**src/pom_pkg.sv**
```systemverilog
package pom_pkg;

  // Field widths
  localparam int RES_W   = 13;
  localparam int STEP_W  = 10;
  localparam int VOLT_W  = 15;
  localparam int PWR_W   = 14;
  localparam int TICK_W  = 16;
  localparam int CFG_IDX_W  = 3;
  localparam int CFG_DATA_W = 16;

  // Reset values of the configuration registers
  localparam logic [RES_W-1:0]  MIN_RES_RST   = 13'd0;
  localparam logic [RES_W-1:0]  MAX_RES_RST   = 13'd5000;
  localparam logic [RES_W-1:0]  START_RES_RST = 13'd2500;
  localparam logic [STEP_W-1:0] STEP_RST      = 10'd50;
  localparam logic [VOLT_W-1:0] MIN_VOLT_RST  = 15'd1000;
  localparam logic [TICK_W-1:0] INTERVAL_RST  = 16'd500;

  // Configuration register indexes
  typedef enum logic [CFG_IDX_W-1:0] {
    REG_MIN_RES   = 3'd0,
    REG_MAX_RES   = 3'd1,
    REG_START_RES = 3'd2,
    REG_STEP      = 3'd3,
    REG_MIN_VOLT  = 3'd4,
    REG_INTERVAL  = 3'd5
  } cfg_reg_t;

  // Current configuration, as seen by the tracker core
  typedef struct packed {
    logic [RES_W-1:0]  min_res;
    logic [RES_W-1:0]  max_res;
    logic [RES_W-1:0]  start_res;
    logic [STEP_W-1:0] step;
    logic [VOLT_W-1:0] min_volt;
    logic [TICK_W-1:0] interval;
  } cfg_t;

  // Request payloads
  typedef struct packed {
    logic [VOLT_W-1:0] panel_voltage;
    logic [PWR_W-1:0]  panel_power;
  } in_item_t;

  typedef struct packed {
    logic [RES_W-1:0] load_resistance;
    logic             moving_up;
    logic             low_voltage;
  } out_item_t;

endpackage

```
**src/pom_cfg.sv**
```systemverilog
module pom_cfg (
  input  logic                            clk,
  input  logic                            rst_n,
  input  logic                            cfg_we,
  input  logic [pom_pkg::CFG_IDX_W-1:0]   cfg_index,
  input  logic [pom_pkg::CFG_DATA_W-1:0]  cfg_data,
  output pom_pkg::cfg_t                   cfg,
  output logic                            start_load,
  output logic [pom_pkg::RES_W-1:0]       start_value
);
  import pom_pkg::*;

  cfg_t cfg_r;

  // Register file, unknown indexes are dropped
  always_ff @(posedge clk) begin
    if (!rst_n) begin
      cfg_r.min_res   <= MIN_RES_RST;
      cfg_r.max_res   <= MAX_RES_RST;
      cfg_r.start_res <= START_RES_RST;
      cfg_r.step      <= STEP_RST;
      cfg_r.min_volt  <= MIN_VOLT_RST;
      cfg_r.interval  <= INTERVAL_RST;
    end else if (cfg_we) begin
      unique case (cfg_reg_t'(cfg_index))
        REG_MIN_RES:   cfg_r.min_res   <= cfg_data[RES_W-1:0];
        REG_MAX_RES:   cfg_r.max_res   <= cfg_data[RES_W-1:0];
        REG_START_RES: cfg_r.start_res <= cfg_data[RES_W-1:0];
        REG_STEP:      cfg_r.step      <= cfg_data[STEP_W-1:0];
        REG_MIN_VOLT:  cfg_r.min_volt  <= cfg_data[VOLT_W-1:0];
        REG_INTERVAL:  cfg_r.interval  <= cfg_data[TICK_W-1:0];
        default: ;
      endcase
    end
  end

  assign cfg = cfg_r;
  // Writing the start value also presets the live resistance, with the new value
  assign start_load  = cfg_we && (cfg_reg_t'(cfg_index) == REG_START_RES);
  assign start_value = cfg_data[RES_W-1:0];

endmodule

```
**src/pom_core.sv**
```systemverilog
module pom_core #(
  parameter int RESISTANCE_FULL_SCALE = 5000
) (
  input  logic                          clk,
  input  logic                          rst_n,
  input  pom_pkg::cfg_t                 cfg,
  input  logic                          start_load,
  input  logic [pom_pkg::RES_W-1:0]     start_value,
  input  logic                          advance,
  input  pom_pkg::in_item_t             item,
  output logic                          res_valid,
  output pom_pkg::out_item_t            res
);
  import pom_pkg::*;

  localparam logic [31:0] FULL_SCALE = RESISTANCE_FULL_SCALE;

  // Tracker state
  logic [TICK_W-1:0] tick_r, tick_nxt;
  logic [PWR_W-1:0]  prev_pwr_r, prev_pwr_nxt;
  logic [RES_W-1:0]  res_now_r, res_now_nxt;
  logic              dir_up_r, dir_up_nxt;
  logic              baseline_r, baseline_nxt;

  logic [TICK_W-1:0]       tick_inc;
  logic                    update;
  logic                    low_v;
  logic                    dir_new;
  logic [RES_W-1:0]        hi_lim;
  logic signed [RES_W+1:0] r_base, r_step, r_sum, lo_s, hi_s;
  logic [RES_W-1:0]        r_clamped;

  // Tick count, saturating
  assign tick_inc = (tick_r == '1) ? tick_r : tick_r + 1'b1;
  assign update   = (tick_inc >= cfg.interval);

  // Perturbation: undervoltage steps up, otherwise reverse on a power drop
  assign low_v   = (item.panel_voltage < cfg.min_volt);
  assign dir_new = low_v ? dir_up_r : (dir_up_r ^ (item.panel_power < prev_pwr_r));
  assign r_base  = {2'b00, res_now_r};
  assign r_step  = {{(RES_W+2-STEP_W){1'b0}}, cfg.step};
  assign r_sum   = (low_v || dir_new) ? (r_base + r_step) : (r_base - r_step);

  // Clamp: lower limit checked first, upper limit is max_res capped at full scale
  assign hi_lim = ({{(32-RES_W){1'b0}}, cfg.max_res} > FULL_SCALE) ?
                  FULL_SCALE[RES_W-1:0] : cfg.max_res;
  assign lo_s   = {2'b00, cfg.min_res};
  assign hi_s   = {2'b00, hi_lim};

  always_comb begin
    priority if (r_sum < lo_s) begin
      r_clamped = cfg.min_res;
    end else if (r_sum > hi_s) begin
      r_clamped = hi_lim;
    end else begin
      r_clamped = r_sum[RES_W-1:0];
    end
  end

  // Next state and result
  always_comb begin
    tick_nxt     = tick_r;
    prev_pwr_nxt = prev_pwr_r;
    res_now_nxt  = res_now_r;
    dir_up_nxt   = dir_up_r;
    baseline_nxt = baseline_r;
    res_valid    = 1'b0;
    res.load_resistance = r_clamped;
    res.moving_up       = dir_new;
    res.low_voltage     = low_v;
    if (advance) begin
      if (!update) begin
        tick_nxt = tick_inc;
      end else begin
        tick_nxt     = '0;
        prev_pwr_nxt = item.panel_power;
        baseline_nxt = 1'b0;
        if (!baseline_r) begin
          res_now_nxt = r_clamped;
          dir_up_nxt  = dir_new;
          res_valid   = 1'b1;
        end
      end
    end
    if (start_load) begin
      res_now_nxt = start_value;
    end
  end

  always_ff @(posedge clk) begin
    if (!rst_n) begin
      tick_r     <= '0;
      prev_pwr_r <= '0;
      res_now_r  <= START_RES_RST;
      dir_up_r   <= 1'b0;
      baseline_r <= 1'b1;
    end else begin
      tick_r     <= tick_nxt;
      prev_pwr_r <= prev_pwr_nxt;
      res_now_r  <= res_now_nxt;
      dir_up_r   <= dir_up_nxt;
      baseline_r <= baseline_nxt;
    end
  end

  // The baseline update never emits
  a_baseline_silent: assert property (@(posedge clk) disable iff (!rst_n)
    (advance && baseline_r) |-> !res_valid)
    else $error("result emitted on baseline update");

  // Emitted resistance sits inside ordered limits
  a_clamp_range: assert property (@(posedge clk) disable iff (!rst_n)
    (res_valid && (cfg.min_res <= hi_lim)) |->
      (res.load_resistance >= cfg.min_res && res.load_resistance <= hi_lim))
    else $error("resistance outside clamp limits");

  // An update restarts the tick count
  a_tick_restart: assert property (@(posedge clk) disable iff (!rst_n)
    res_valid |=> (tick_r == '0))
    else $error("tick count not restarted after update");

endmodule

```
**src/perturb_observe_mppt.sv**
```systemverilog
// Perturb-and-observe maximum power point tracker.
// in_*  : one request per millisecond tick carrying panel voltage (mV) and
//         power (mW). Every request counts a tick; once update_interval ticks
//         have passed an update runs. The first update after reset only
//         records baseline power and returns nothing.
// out_* : one request per update with the new clamped load resistance
//         (ohms), the stored direction and the undervoltage flag.
// cfg_* : write-only register port, one write per cycle, no wait states.
//         Writing start_resistance also presets the live resistance.
// An accepted request passes the input register, then the result register.
//   Throughput: one request per cycle while the result slot is free or taken;
//   the whole update is one compare/add/clamp pass between the two registers.
// Reset (synchronous, active low) empties both registers and restores the
//   default configuration and tracker state.
// When the receiver stalls the result register holds; the input register
//   still absorbs one request, then in_ready drops until the result is taken.
module perturb_observe_mppt #(
  parameter int RESISTANCE_FULL_SCALE = 5000
) (
  input  logic                           clk,
  input  logic                           rst_n,
  input  logic                           in_valid,
  output logic                           in_ready,
  input  pom_pkg::in_item_t              in_data,
  output logic                           out_valid,
  input  logic                           out_ready,
  output pom_pkg::out_item_t             out_data,
  input  logic                           cfg_we,
  input  logic [pom_pkg::CFG_IDX_W-1:0]  cfg_index,
  input  logic [pom_pkg::CFG_DATA_W-1:0] cfg_data
);
  import pom_pkg::*;

  cfg_t             cfg;
  logic             start_load;
  logic [RES_W-1:0] start_value;
  logic             s1_valid_r;
  in_item_t         s1_item_r;
  logic             out_valid_r;
  out_item_t        out_item_r;
  logic             advance;
  logic             res_valid;
  out_item_t        res;

  pom_cfg u_cfg (
    .clk         (clk),
    .rst_n       (rst_n),
    .cfg_we      (cfg_we),
    .cfg_index   (cfg_index),
    .cfg_data    (cfg_data),
    .cfg         (cfg),
    .start_load  (start_load),
    .start_value (start_value)
  );

  // Stage handshake: the held request moves on when the result slot is free
  assign advance  = s1_valid_r && (!out_valid_r || out_ready);
  assign in_ready = !s1_valid_r || advance;

  // Input register
  always_ff @(posedge clk) begin
    if (!rst_n) begin
      s1_valid_r <= 1'b0;
    end else if (in_ready) begin
      s1_valid_r <= in_valid;
    end
  end

  always_ff @(posedge clk) begin
    if (in_valid && in_ready) begin
      s1_item_r <= in_data;
    end
  end

  pom_core #(
    .RESISTANCE_FULL_SCALE (RESISTANCE_FULL_SCALE)
  ) u_core (
    .clk         (clk),
    .rst_n       (rst_n),
    .cfg         (cfg),
    .start_load  (start_load),
    .start_value (start_value),
    .advance     (advance),
    .item        (s1_item_r),
    .res_valid   (res_valid),
    .res         (res)
  );

  // Result register
  always_ff @(posedge clk) begin
    if (!rst_n) begin
      out_valid_r <= 1'b0;
    end else if (advance) begin
      out_valid_r <= res_valid;
    end else if (out_ready) begin
      out_valid_r <= 1'b0;
    end
  end

  always_ff @(posedge clk) begin
    if (advance && res_valid) begin
      out_item_r <= res;
    end
  end

  assign out_valid = out_valid_r;
  assign out_data  = out_item_r;

  // A held request is not dropped while the result slot is blocked
  a_s1_hold: assert property (@(posedge clk) disable iff (!rst_n)
    (s1_valid_r && !advance) |=> (s1_valid_r && $stable(s1_item_r)))
    else $error("input stage lost a stalled request");

  // A new result never overwrites one that was not taken
  a_no_overwrite: assert property (@(posedge clk) disable iff (!rst_n)
    (out_valid_r && !out_ready) |-> !advance)
    else $error("result register overwritten while stalled");

endmodule
```
**config.mk**
```make
export PLATFORM = sky130hd
export DESIGN_NAME = perturb_observe_mppt
export DESIGN_NICKNAME = d
export VERILOG_FILES = /design/src/pom_pkg.sv /design/src/pom_cfg.sv /design/src/pom_core.sv /design/src/perturb_observe_mppt.sv
export SDC_FILE = /design/constraint.sdc
export NUM_CORES = 1
export LEC_CHECK = 0
export BUFFER_PORTS_ARGS = -buffer_cell sky130_fd_sc_hd__buf_2
export CAP_MARGIN = 0
export CORE_ASPECT_RATIO = 1.1
export CORE_MARGIN = 5
export CORE_UTILIZATION = 34
export DETAILED_ROUTE_END_ITERATION = 10
export GPL_ROUTABILITY_DRIVEN = 0
export SLEW_MARGIN = 20
export SYNTH_ARGS = -nofsm -noshare
export SYNTH_HDL_FRONTEND = slang
export SYNTH_SLANG_ARGS = --single-unit
```
**constraint.sdc**
```tcl
create_clock -name clk -period 6.4 [get_ports clk]
set_input_delay 0.96 -clock clk [delete_from_list [all_inputs] [get_ports clk]]
set_output_delay 0.96 -clock clk [all_outputs]
set_load 0.02 [all_outputs]
```
* After elaboration in Yosys (flattened, before gate mapping)
Index checks and enable logic that the tools add are counted.
Widths: inputs -> output; s select.
** Cells by class
- Add/sub/neg operators :: 3
- Multipliers :: 0
- Div/mod/pow operators :: 0
- Order comparisons :: 6
- Equality and inequality tests :: 7
- Shifts and indexed selects :: 0
- Multiplexer cells :: 16
- Bitwise gates (word level) :: 2
- Reductions and logical operators :: 21
** Operators with widths (count)
- $mux 13 :: 7
- $mux 16 :: 2
- $add 16x1->16 const B :: 1
- $eq 16x16->1 const B :: 1
- $ge 16x16->1 :: 1
- $gt 15x14->1 :: 1
- $lt 15x14->1 :: 1
- $lt 15x15->1 :: 1
- $mux 15 :: 1
- $add 13x10->14 :: 1
- $lt 14x14->1 :: 1
- $sub 13x10->14 :: 1
- $gt 13x13->1 const B :: 1
- $reduce_and 2->1 :: 6
- $eq 3x2->1 const B :: 2
- $eq 3x3->1 const B :: 2
- $mux 1 :: 6
- $reduce_and 3->1 :: 2
- $reduce_bool 2->1 :: 3
- $logic_and 1x1->1 :: 4
- $eq 3x1->1 const B :: 1
- $logic_not 3->1 :: 1
- $logic_or 1x1->1 :: 3
- $logic_not 1->1 :: 2
- 3 further kinds :: 3
** Word-level totals
- Register bits :: 158
- Latch bits :: 0
- Bits in writable memories :: 0
- Memory bits (read-only) :: 0
- Bits of input ports :: 53
- Output and inout port bits :: 17
- Word-level logic and storage cells :: 72
- Memories kept :: 0

* Depth between registers and ports, before layout
Gate-level depths: netlist of the first run.
- Depth in word-level cells :: 12
- Depth in mapped cells :: 23
- Depth with buffers taken out :: 21

* By module
A second synthesis of the first run with hierarchy kept.
** Unflattened totals
- Cells, all modules :: 1125
- Area total of the unflattened synthesis :: 10261.1 um^2
** Modules (own cells, without submodules)
- pom_core :: instances 1, cells an instance 758, area an instance 5659.2 um^2, sequential area each 900.9 um^2
- pom_cfg :: instances 1, cells an instance 310, area an instance 3168.0 um^2, sequential area each 1601.5 um^2
- perturb_observe_mppt :: instances 1, cells an instance 57, area an instance 1433.9 um^2, sequential area each 1361.3 um^2

* Worst setup path before layout of the first run
OpenSTA, ideal clock, no wires.
- Path type :: reg-to-reg
- Start :: register s1_item_r[9] (netlist name)
- End :: register u_core.res_now_r[10]
- Setup time :: 115 ps
- Data arrival time :: 4741 ps
- Data required time :: 6285 ps
- Setup slack :: 1544 ps
- Stages on the path, launching flop included :: 19
- Path buffers :: 1
- Period minus slack after synthesis :: 4856 ps
- Path through :: edfxtp_1 > ha_1 > and4_4 > a221oi_2 > o211ai_2 > nor4_2 > o22ai_1 > xor2_1 > ha_1 > a2111oi_0 > o21a_1 > o2111ai_1 > and3_1 > o211a_1 > o32ai_4 > buf_4 > nor3_1 > a221o_1 > a21bo_2
** RTL lines
- start, declared :: line perturb_observe_mppt.sv:38 : in_item_t s1_item_r;
- start signal, assigned :: line perturb_observe_mppt.sv:71 : s1_item_r <= in_data;
- end signal, assigned :: line pom_core.sv:100 : res_now_r <= res_now_nxt;
- end, declared :: line pom_core.sv:21 : logic [RES_W-1:0] res_now_r, res_now_nxt;

==> results of run 1 <==
[power breakdown]
group          internal (mW)  switching [mW]
combinational          0.139           0.227
clock                  0.679           0.432
sequential              1.06          0.0179
[logic make-up (layout without fill, tap and decap cells)]
family	after synthesis	count (layout)	share of synthesized area (%)
AND/OR/NAND/NOR	390	390	20.28
AO/OA/AOI/OAI	261	261	20.61
flip-flops	158	158	38.30
buffers and inverters	128	194	5.891
adder cells (fa/ha/maj)	91	91	12.26
XOR/XNOR	18	18	1.676
multiplexers	9	9	0.9841
[state kept, by name (all words and copies together), names as in the netlist]
signal             flops
u_cfg.cfg             67
u_core.res_now_r      13
out_valid              1
out_data              15
s1_valid_r             1
u_core.tick_r         16
u_core.dir_up_r        1
u_core.baseline_r      1
u_core.prev_pwr_r     14
s1_item_r             29
[through the flow]
step / hold slack [ns] / instances
after floorplan: 0.4343 / 1055
after global placement: 0.4440 / 1446
after detailed placement: 0.4509 / 1446
after CTS: 0.4605 / 1478
after global routing: 0.4771 / 1478
final: 0.4617 / 1478
[cells in the mapped netlist (4+ instances only)]
library cell  instances  area [µm²]
a211oi_1              5       37.54
a21boi_0             65       488.0
a21o_1                6       45.04
a21oi_1              48       240.2
a221o_1               6       60.06
a22oi_1               4       30.03
and2_1                6       37.54
and3_1               15       93.84
clkbuf_1             34       127.6
clkbuf_8              4       55.05
dfxtp_1             114        2282
edfxtp_1             44        1321
ha_1                 89        1114
inv_1                84       315.3
mux2i_1               7       70.07
nand2_1             181       679.4
nand2b_1             14       87.58
nand3_1              44       220.2
nand3b_1              4       30.03
nand4_1               8       50.05
nor2_1               40       150.1
nor2b_1              26       162.7
nor3_1               11       55.05
nor3b_1              11       82.58
o211a_1               7       70.07
o211ai_1             22       165.2
o21a_1                9       67.56
o21ai_0              26       130.1
o21ba_2               4       40.04
o31ai_1               9       67.56
or3_1                 5       31.28
xnor2_1              15       131.4
[final timing paths]
check                         start  slack (ns)                   to  cells past startpoint
setup / recovery      u_cfg.cfg[34]        0.59  u_core.res_now_r[3]                     19
hold / removal    u_core.baseline_r        0.46    u_core.baseline_r                      2
setup reg to reg      u_cfg.cfg[34]        0.59  u_core.res_now_r[3]                     19
hold reg to reg   u_core.baseline_r        0.46    u_core.baseline_r                      2
[cell type report]
class | count | area (µm²) | share of cell area, %
clock inverters | 12 | 182.7 | 1.711
flip-flops and latches | 158 | 3603 | 33.75
multi-input cells | 769 | 5256 | 49.23
repair buffers | 78 | 415.4 | 3.891
well taps | 357 | 446.7 | 4.184
clock buffers | 20 | 456.7 | 4.278
inverters | 84 | 315.3 | 2.953
[routing by layer]
| metal | track usage, % | vias to the layer above | share of wire [%] |
|---|---|---|---|
| li1 | - | 3852 | - |
| met1 | 21.61 | 3583 | 46 |
| met2 | 26.50 | 193 | 46 |
| met3 | 3.110 | 37 | 5.5 |
| met4 | 5.909 | 4 | 2.7 |
| met5 | 0 | - | 0.097 |
[tightest hold or removal path, delay by kind of cell, from the launching register on]
family | cells | cell delay [ns]
simple gates | 2 | 0.10
flops | 1 | 0.32
==> metrics, run 1 <==
Post-DP HPWL 18.18 mm; first-pass GRT wire length 40.25 mm; Req. time, crit path 6.72 ns; Synth async-reset ratio 0%; Critical Path AT 6.13 ns; I/O pins 70; dpl ws roughly 0.77 ns; Max VDD drop 0.1509 mV; Root Buffer clkbuf_16; Clock Pin Slew Worst Setup and Hold Paths 0.07 ns; postcts setup bufs 0; WP buf/inv 1; Post-Syn Area between 9000 and 10000 µm²; total negative setup slack 0 ns; P per Cell Area approximately 240 nW/µm²; Synth Net Count 1199; layout cell share with drive strength beyond 1 around an eighth; DRC Markers 0; Final WS setup 0.5906 ns; Pre-Repair DR Iteration Count 5; Hold/Removal Path Class reg -> reg; Tmin final 5.809 ns; Post-Syn Area per Cell 8.919 µm²; Via density about 5.2; total number of vias 7669; antenna-violating nets left 0; RSZ-0062 raised after global routing false; Core Area 27120 µm²; Seq/Total Area, Yosys 38.30%; CP dominant cell by count ha_1; Layout Nets 1252; commonest non-fill, non-tap cells in the layout 181 x nand2_1, 114 x dfxtp_1, 89 x ha_1; Setup CP Type reg -> reg; Sink Count 158; max cap viols 0; Initial Utilization 34.70%; Power Total around 2.6 mW; Site Rows 63; Mapped Cells around 1.1k; Wirelength per Cell 16.73 µm; Fill cells 2771; max-slew violation count 0; Design Area, Final about 11000 µm²; Synth Register Bits 158; Starting DRT DRC Count ~490; status finished, final reports clean; # setup viols final 0; clk buf depth 2; Worst setup EP type flop; worst-margin pin slew 0.9232 ns; Die Wd between 150 and 200 µm; max incr delay on CP roughly 0.68 ns; CTS H-tree depth 4; worst path cell trace inv_1, ha_1, o21ai_0, a21oi_1, o211ai_1, a2bb2oi_1, or3b_2, o22ai_1, xor2_1, ha_1, a2111oi_0, o21a_1, o2111ai_1, and3_1, o211a_1, o32ai_4, nor2_8, a211o_1, a221o_1; Crit-path slowest cell o32ai_4; Placed Area between 10000 and 15000 µm²; Hold Buf Count CTS 0; crit share post-route 90.77%; fmax 172.1 MHz; Setup crit start kind flop; Total GRT Usage 16.28%; CP Max Fanout 14; number of buffers created by CTS 17; final core utilization 39.37%; Die Y-Extent 184.5 µm; Worst-Skew Late Latency around 0.43 ns; Synth Flop Type dfxtp_1; largest net degree at the start of global routing 74; Distinct cells, synth 85; n_diodes 0; Post-CTS Resized 0; CTS tree yes; total congestion overflow 0; P_leak approximately 4.2 nW; CP delay by family, top compound AO/OA/AOI/OAI gates; Detailed Route WL 24.73 mm; most common cell after layout, fill and taps aside nand2_1; Ys Warns 0; Final Hold Viols 0; DIE AREA 31100 µm²; number of enable flip-flop cells after synthesis 44; clk_skew 0.01231 ns; IO Port Bufs 69; vias in the first global route 7483; Max transition margin around 38%; initial antenna violation count 2; area grow syn2layout 13.47%
Note: power is estimated with default switching activity, not from simulation.
==> run 2: changes to the inputs <==
Settings changed: ABC_AREA from default to 1, CTS_CLUSTER_SIZE from default to 28, REMOVE_ABC_BUFFERS from default to 1.
==> metrics, run 2 <==
n_diodes 0; critical hold path startpoint u_core.prev_pwr_r[5]; Req. time, crit path 6.77 ns; Hold/Removal Path Class reg -> reg; Post-CTS Resized 0; Placed Area 9945 µm²; P_leak about 4.8 nW; DRC Markers 0; total negative setup slack 0 ns; # setup viols final 0; Total GRT Usage 16.44%; commonest non-fill, non-tap cells in the layout 242 x nand2_1, 190 x inv_1, 114 x dfxtp_1; max incr delay on CP 0.80 ns; total number of vias 7963; Ys Warns 0; P per Cell Area 247.5 nW/µm²; antenna-violating nets left 0; Worst Hold End u_core.prev_pwr_r[5]; clk_skew 0.01423 ns; area grow syn2layout 13.58%; Final Hold Viols 0; RSZ-0062 raised after global routing false; Synth Register Bits 158; fmax 187.6 MHz; Starting DRT DRC Count ~460; origin of the critical flop-to-flop path u_core.tick_r[0]; Initial Utilization 34.39%; Post-Syn Area 9271 µm²; number of buffers created by CTS 17; Post-Syn Area per Cell 7.618 µm²; max cap viols 0; max-slew violation count 0; Seq/Total Area, Yosys roughly two fifths; first-pass GRT wire length approximately 40 mm; CTS H-tree depth 4; largest register by flop count u_cfg.cfg; Max VDD drop 0.1541 mV; worst reg2reg endpoint u_core.res_now_r[4]; layout cell share with drive strength beyond 1 11.82%; total congestion overflow 0; largest cells by area after synthesis dfxtp_1 25%, edfxtp_1 14%, ha_1 12%; max reg flops 67; Worst Hold Depth 2; top cell type's share of synthesized area 24.62%; Design Area, Final 10530 µm²; fin cells roughly 1.6k; area leader, netlist dfxtp_1; Detailed Route WL ~25 mm; CP Max Fanout 27; Top Registers u_cfg.cfg x67, s1_item_r x29, u_core.tick_r x16; Clock Pin Slew Worst Setup and Hold Paths 0.07 ns; IO Port Bufs 69; vias in the first global route 7665; number of enable flip-flop cells after synthesis between 40 and 50; postcts setup bufs 0; R2R cell count 20; Tmin final ~5.3 ns; initial antenna violation count 0; I/O pins 70; most numerous cell in the Yosys netlist nand2_1; WP buf/inv 3; Site Rows 63; largest net degree at the start of global routing 56; Worst setup EP type flop; Worst-Skew Late Latency ~0.44 ns; Distinct cells, synth 51; Critical Path AT 5.70 ns; Die Wd 167.4 µm; Die Y-Extent 183.2 µm; Root Buffer clkbuf_16; setup slack, reg-to-reg about 1.1 ns; Crit-path slowest cell nor2_1; Sink Count 158; worst path cell trace ha_1, inv_1, nor4_1, nand4_1, nor2_1, inv_1, nor3_2, nor3_1, xor2_1, ha_1, nand2_1, nor3_1, nand3_1, nand3_1, nand2_1, inv_1, nand2_1, nor2_1, nand2_1, a21oi_2; Core Area 26960 µm²; Post-DP HPWL ~19 mm; Mapped Cells ~1.2k; worst-margin pin slew 1.053 ns; CTS tree yes; Setup CP Type reg -> reg; Wirelength per Cell about 15 µm; Post-synth top cells 242 x nand2_1, 191 x inv_1, 114 x dfxtp_1; Max transition margin between 20 and 30%; Pre-Repair DR Iteration Count 5; DIE AREA 30670 µm²; Synth Flop Type dfxtp_1; clk buf depth 2; crit share post-route 83.28%; CP dominant cell by count nand2_1; CP delay by family, top simple AND/OR/NAND/NOR gates; most common cell after layout, fill and taps aside nand2_1; Setup crit start kind flop; Layout Nets 1417; Post-Place Cells approximately 1.6k; Via density 4.847; Synth async-reset ratio 0%; status finished, final reports clean; Hold Buf Count CTS 0
run 2: worst max path at each step:
stage | from | end | cells past startpoint
after floorplan | u_core.tick_r[0] | u_core.res_now_r[0] | 20
after global placement | u_core.tick_r[0] | u_core.res_now_r[0] | 20
after detailed placement | u_core.tick_r[0] | u_core.res_now_r[4] | 20
after CTS | u_core.tick_r[0] | u_core.res_now_r[4] | 20
after global routing | u_core.tick_r[0] | u_core.res_now_r[3] | 20
final | u_core.tick_r[0] | u_core.res_now_r[4] | 20
run 2: power by group:
group	internal (mW)	total (mW)	switching, mW
Sequential	1.07	1.09	0.0186
Clock	0.563	1.03	0.466
Combinational	0.162	0.486	0.324
Total	1.80	2.61	0.808
run 2: layout make-up:
class / instances / area [µm²]
Clock buffer: 19 / 442.9
Timing Repair Buffer: 74 / 382.9
Multi-Input combinational cell: 824 / 4771
Tap cell: 357 / 446.7
Inverter: 198 / 743.2
Sequential cell: 158 / 3603
Clock inverter: 13 / 140.1
Fill cell: 2825 / 16430
run 2: stage by stage:
step	power [mW]	util, %	hold WS, ns	worst slack, ns
final	2.607	39.06	0.4577	1.070
after global routing	2.742	39.06	0.4838	0.4613
after CTS	2.628	39.05	0.4618	1.040
after detailed placement	1.597	36.89	0.4511	1.056
after global placement	1.592	36.89	0.4439	1.109
after floorplan	1.439	-	0.4325	2.463
run 2: logic make-up (layout without fill, tap and decap cells):
group | after synthesis | count (layout) | synth area share [%]
AND/OR/NAND/NOR | 444 | 444 | 20.76
AO/OA/AOI/OAI | 265 | 265 | 15.97
buffers and inverters | 235 | 304 | 9.703
flip-flops | 158 | 158 | 38.87
adder cells (fa/ha/maj) | 91 | 91 | 12.44
XOR/XNOR | 24 | 24 | 2.267
run 2: tightest hold or removal path: cells and delay by family (launching register included):
kind,cells,cell delay [ns]
flops,1,0.30
buf+inv,1,0.06
compound gates,1,0.05
run 2: layer usage:
metal	track usage (%)	wire length [µm]	vias to the layer above
met2	26.47	11430	199
met5	0	0	-
met4	5.909	743	0
met3	3.621	1318	45
li1	-	-	4087
met1	21.81	11410	3632
==> run 3: changes to the inputs <==
Clock period 6.4 ns to 4.3 ns, I/O delays scaled along.
==> metrics, run 3 (synthesized netlist as in run 2, its figures left out) <==
area grow syn2layout 16.50%; antenna-violating nets left 0; Critical Path AT 4.14 ns; number of buffers created by CTS 17; IO Port Bufs 69; Via density 4.819; Req. time, crit path 4.47 ns; Total GRT Usage 16.51%; R2R cell count 24; setup slack, reg-to-reg around 0.32 ns; I/O pins 70; Site Rows 63; Worst-Skew Late Latency 0.44 ns; CP delay by family, top simple AND/OR/NAND/NOR gates; max-slew violation count 0; initial antenna violation count 1; # setup viols final 0; WP depth 24; CTS H-tree depth 4; Crit-path slowest cell edfxtp_1; Core Area ~27000 µm²; Post-DP HPWL 18.91 mm; Initial Utilization 34.39%; Sink Count between 150 and 200; Final Hold Viols 0; Layout Nets roughly 1.4k; status finished, final reports clean; clk_skew 0.01713 ns; Die Y-Extent 183.2 µm; most common cell after layout, fill and taps aside nand2_1; origin of the critical flop-to-flop path s1_item_r[13]; worst path cell trace ha_1, nand2_1, nor2_1, nand2_1, nor2_1, nor2_1, nand3_1, nand4_4, buf_6, o21ai_0, nand2_1, inv_1, ha_1, a21oi_1, a21oi_1, o21ai_0, o311ai_0, nand3_1, nand3_1, nand2_1, inv_1, buf_12, nand3_1, o21ai_1; fmax 251.5 MHz; n_diodes 0; max incr delay on CP 0.40 ns; vias in the first global route 7732; Clock Pin Slew Worst Setup and Hold Paths roughly 0.07 ns; first-pass GRT wire length 40.32 mm; P per Cell Area 366.3 nW/µm²; Die Wd 167.4 µm; DIE AREA about 30000 µm²; Detailed Route WL around 25 mm; WP buf/inv 4; Max VDD drop 0.1915 mV; largest register by flop count u_cfg.cfg; clk buf depth 2; max reg flops 67; Top Registers u_cfg.cfg x67, s1_item_r x29, u_core.tick_r x16; Hold/Removal Path Class in -> reg; Setup crit start kind flop; total congestion overflow 0; CTS tree yes; Root Buffer clkbuf_16; total number of vias ~8.0k; largest net degree at the start of global routing 64; Tmin final 3.976 ns; CP startpoint s1_item_r[13]; Setup CP Type reg -> reg; Worst setup EP type flop; Wirelength per Cell 15.25 µm; DRC Markers 0; worst reg2reg endpoint out_data[8]; P_leak 4.908 nW; Pre-Repair DR Iteration Count 5; commonest non-fill, non-tap cells in the layout 242 x nand2_1, 189 x inv_1, 113 x dfxtp_1; layout cell share with drive strength beyond 1 14.30%; worst-margin pin slew 1.021 ns; Final Hold Slack 0.3733 ns; CP Max Fanout 15; max cap viols 0; Critical Path End out_data[8]; crit share post-route 92.47%; RSZ-0062 raised after global routing true; Max transition margin 31.66%; Power Total 3.957 mW; Starting DRT DRC Count 602
run 3: cell count changes in the layout (fill, tap and decap cells not counted), moves of 3 or more:
cell,delta
o21ai_0,-4
nor3_1,-3
buf_4,+18
nor3_2,+3
run 3: area by class of cell:
class | instances | area [µm²]
fill | 2777 | 16160
multi-input combinational | 824 | 4833
sequential | 158 | 3605
inverter | 198 | 747.0
timing repair buffer | 95 | 569.3
tap | 357 | 446.7
clock buffer | 17 | 425.4
clock inverter | 15 | 170.2
timing repair inverter | 1 | 5.005
run 3: per-layer routing:
layer	track usage, %	vias to the layer above	share of wire [%]
li1	-	4134	-
met1	21.73	3649	47
met2	27.54	198	46
met3	2.953	40	4.6
met4	5.487	2	2.4
met5	0	-	0.043
run 3: report_power, final:
part / total [mW] / switching, mW / internal, mW
Clock: 1.55 / 0.720 / 0.831
Sequential: 1.62 / 0.0272 / 1.60
Combinational: 0.783 / 0.498 / 0.284
run 3: timing repair:
item,4_1_cts,5_1_grt
hold buffers,0,0
gates resized for setup,0,21
setup endpoints to repair,0,56
buffers inserted,0,1
run 3: metrics by stage:
stage          utilization [%]  setup TNS, ns  setup WS (ns)  instance area, µm²  instances
2_1_floorplan                -              0         0.3627                9115       1180
6_report                 40.07              0         0.3238               10800       1665
4_1_cts                  39.75              0         0.1694               10720       1663
3_5_place_dp             37.54              0         0.1924               10120       1631
5_1_grt                  40.07       -0.04121       -0.01245               10800       1665
3_3_place_gp             37.54              0         0.2811               10120       1631
run 3: how the worst min path moves through the flow:
stage,from,to,slack [ns],cells past startpoint
after floorplan,u_core.prev_pwr_r[10],u_core.prev_pwr_r[10],0.43,2
after global placement,u_core.prev_pwr_r[2],u_core.prev_pwr_r[2],0.44,2
after detailed placement,u_core.prev_pwr_r[11],u_core.prev_pwr_r[11],0.45,2
after CTS,in_data[12],s1_item_r[12],0.36,1
after global routing,in_data[8],s1_item_r[8],0.36,1
final,in_data[8],s1_item_r[8],0.37,1
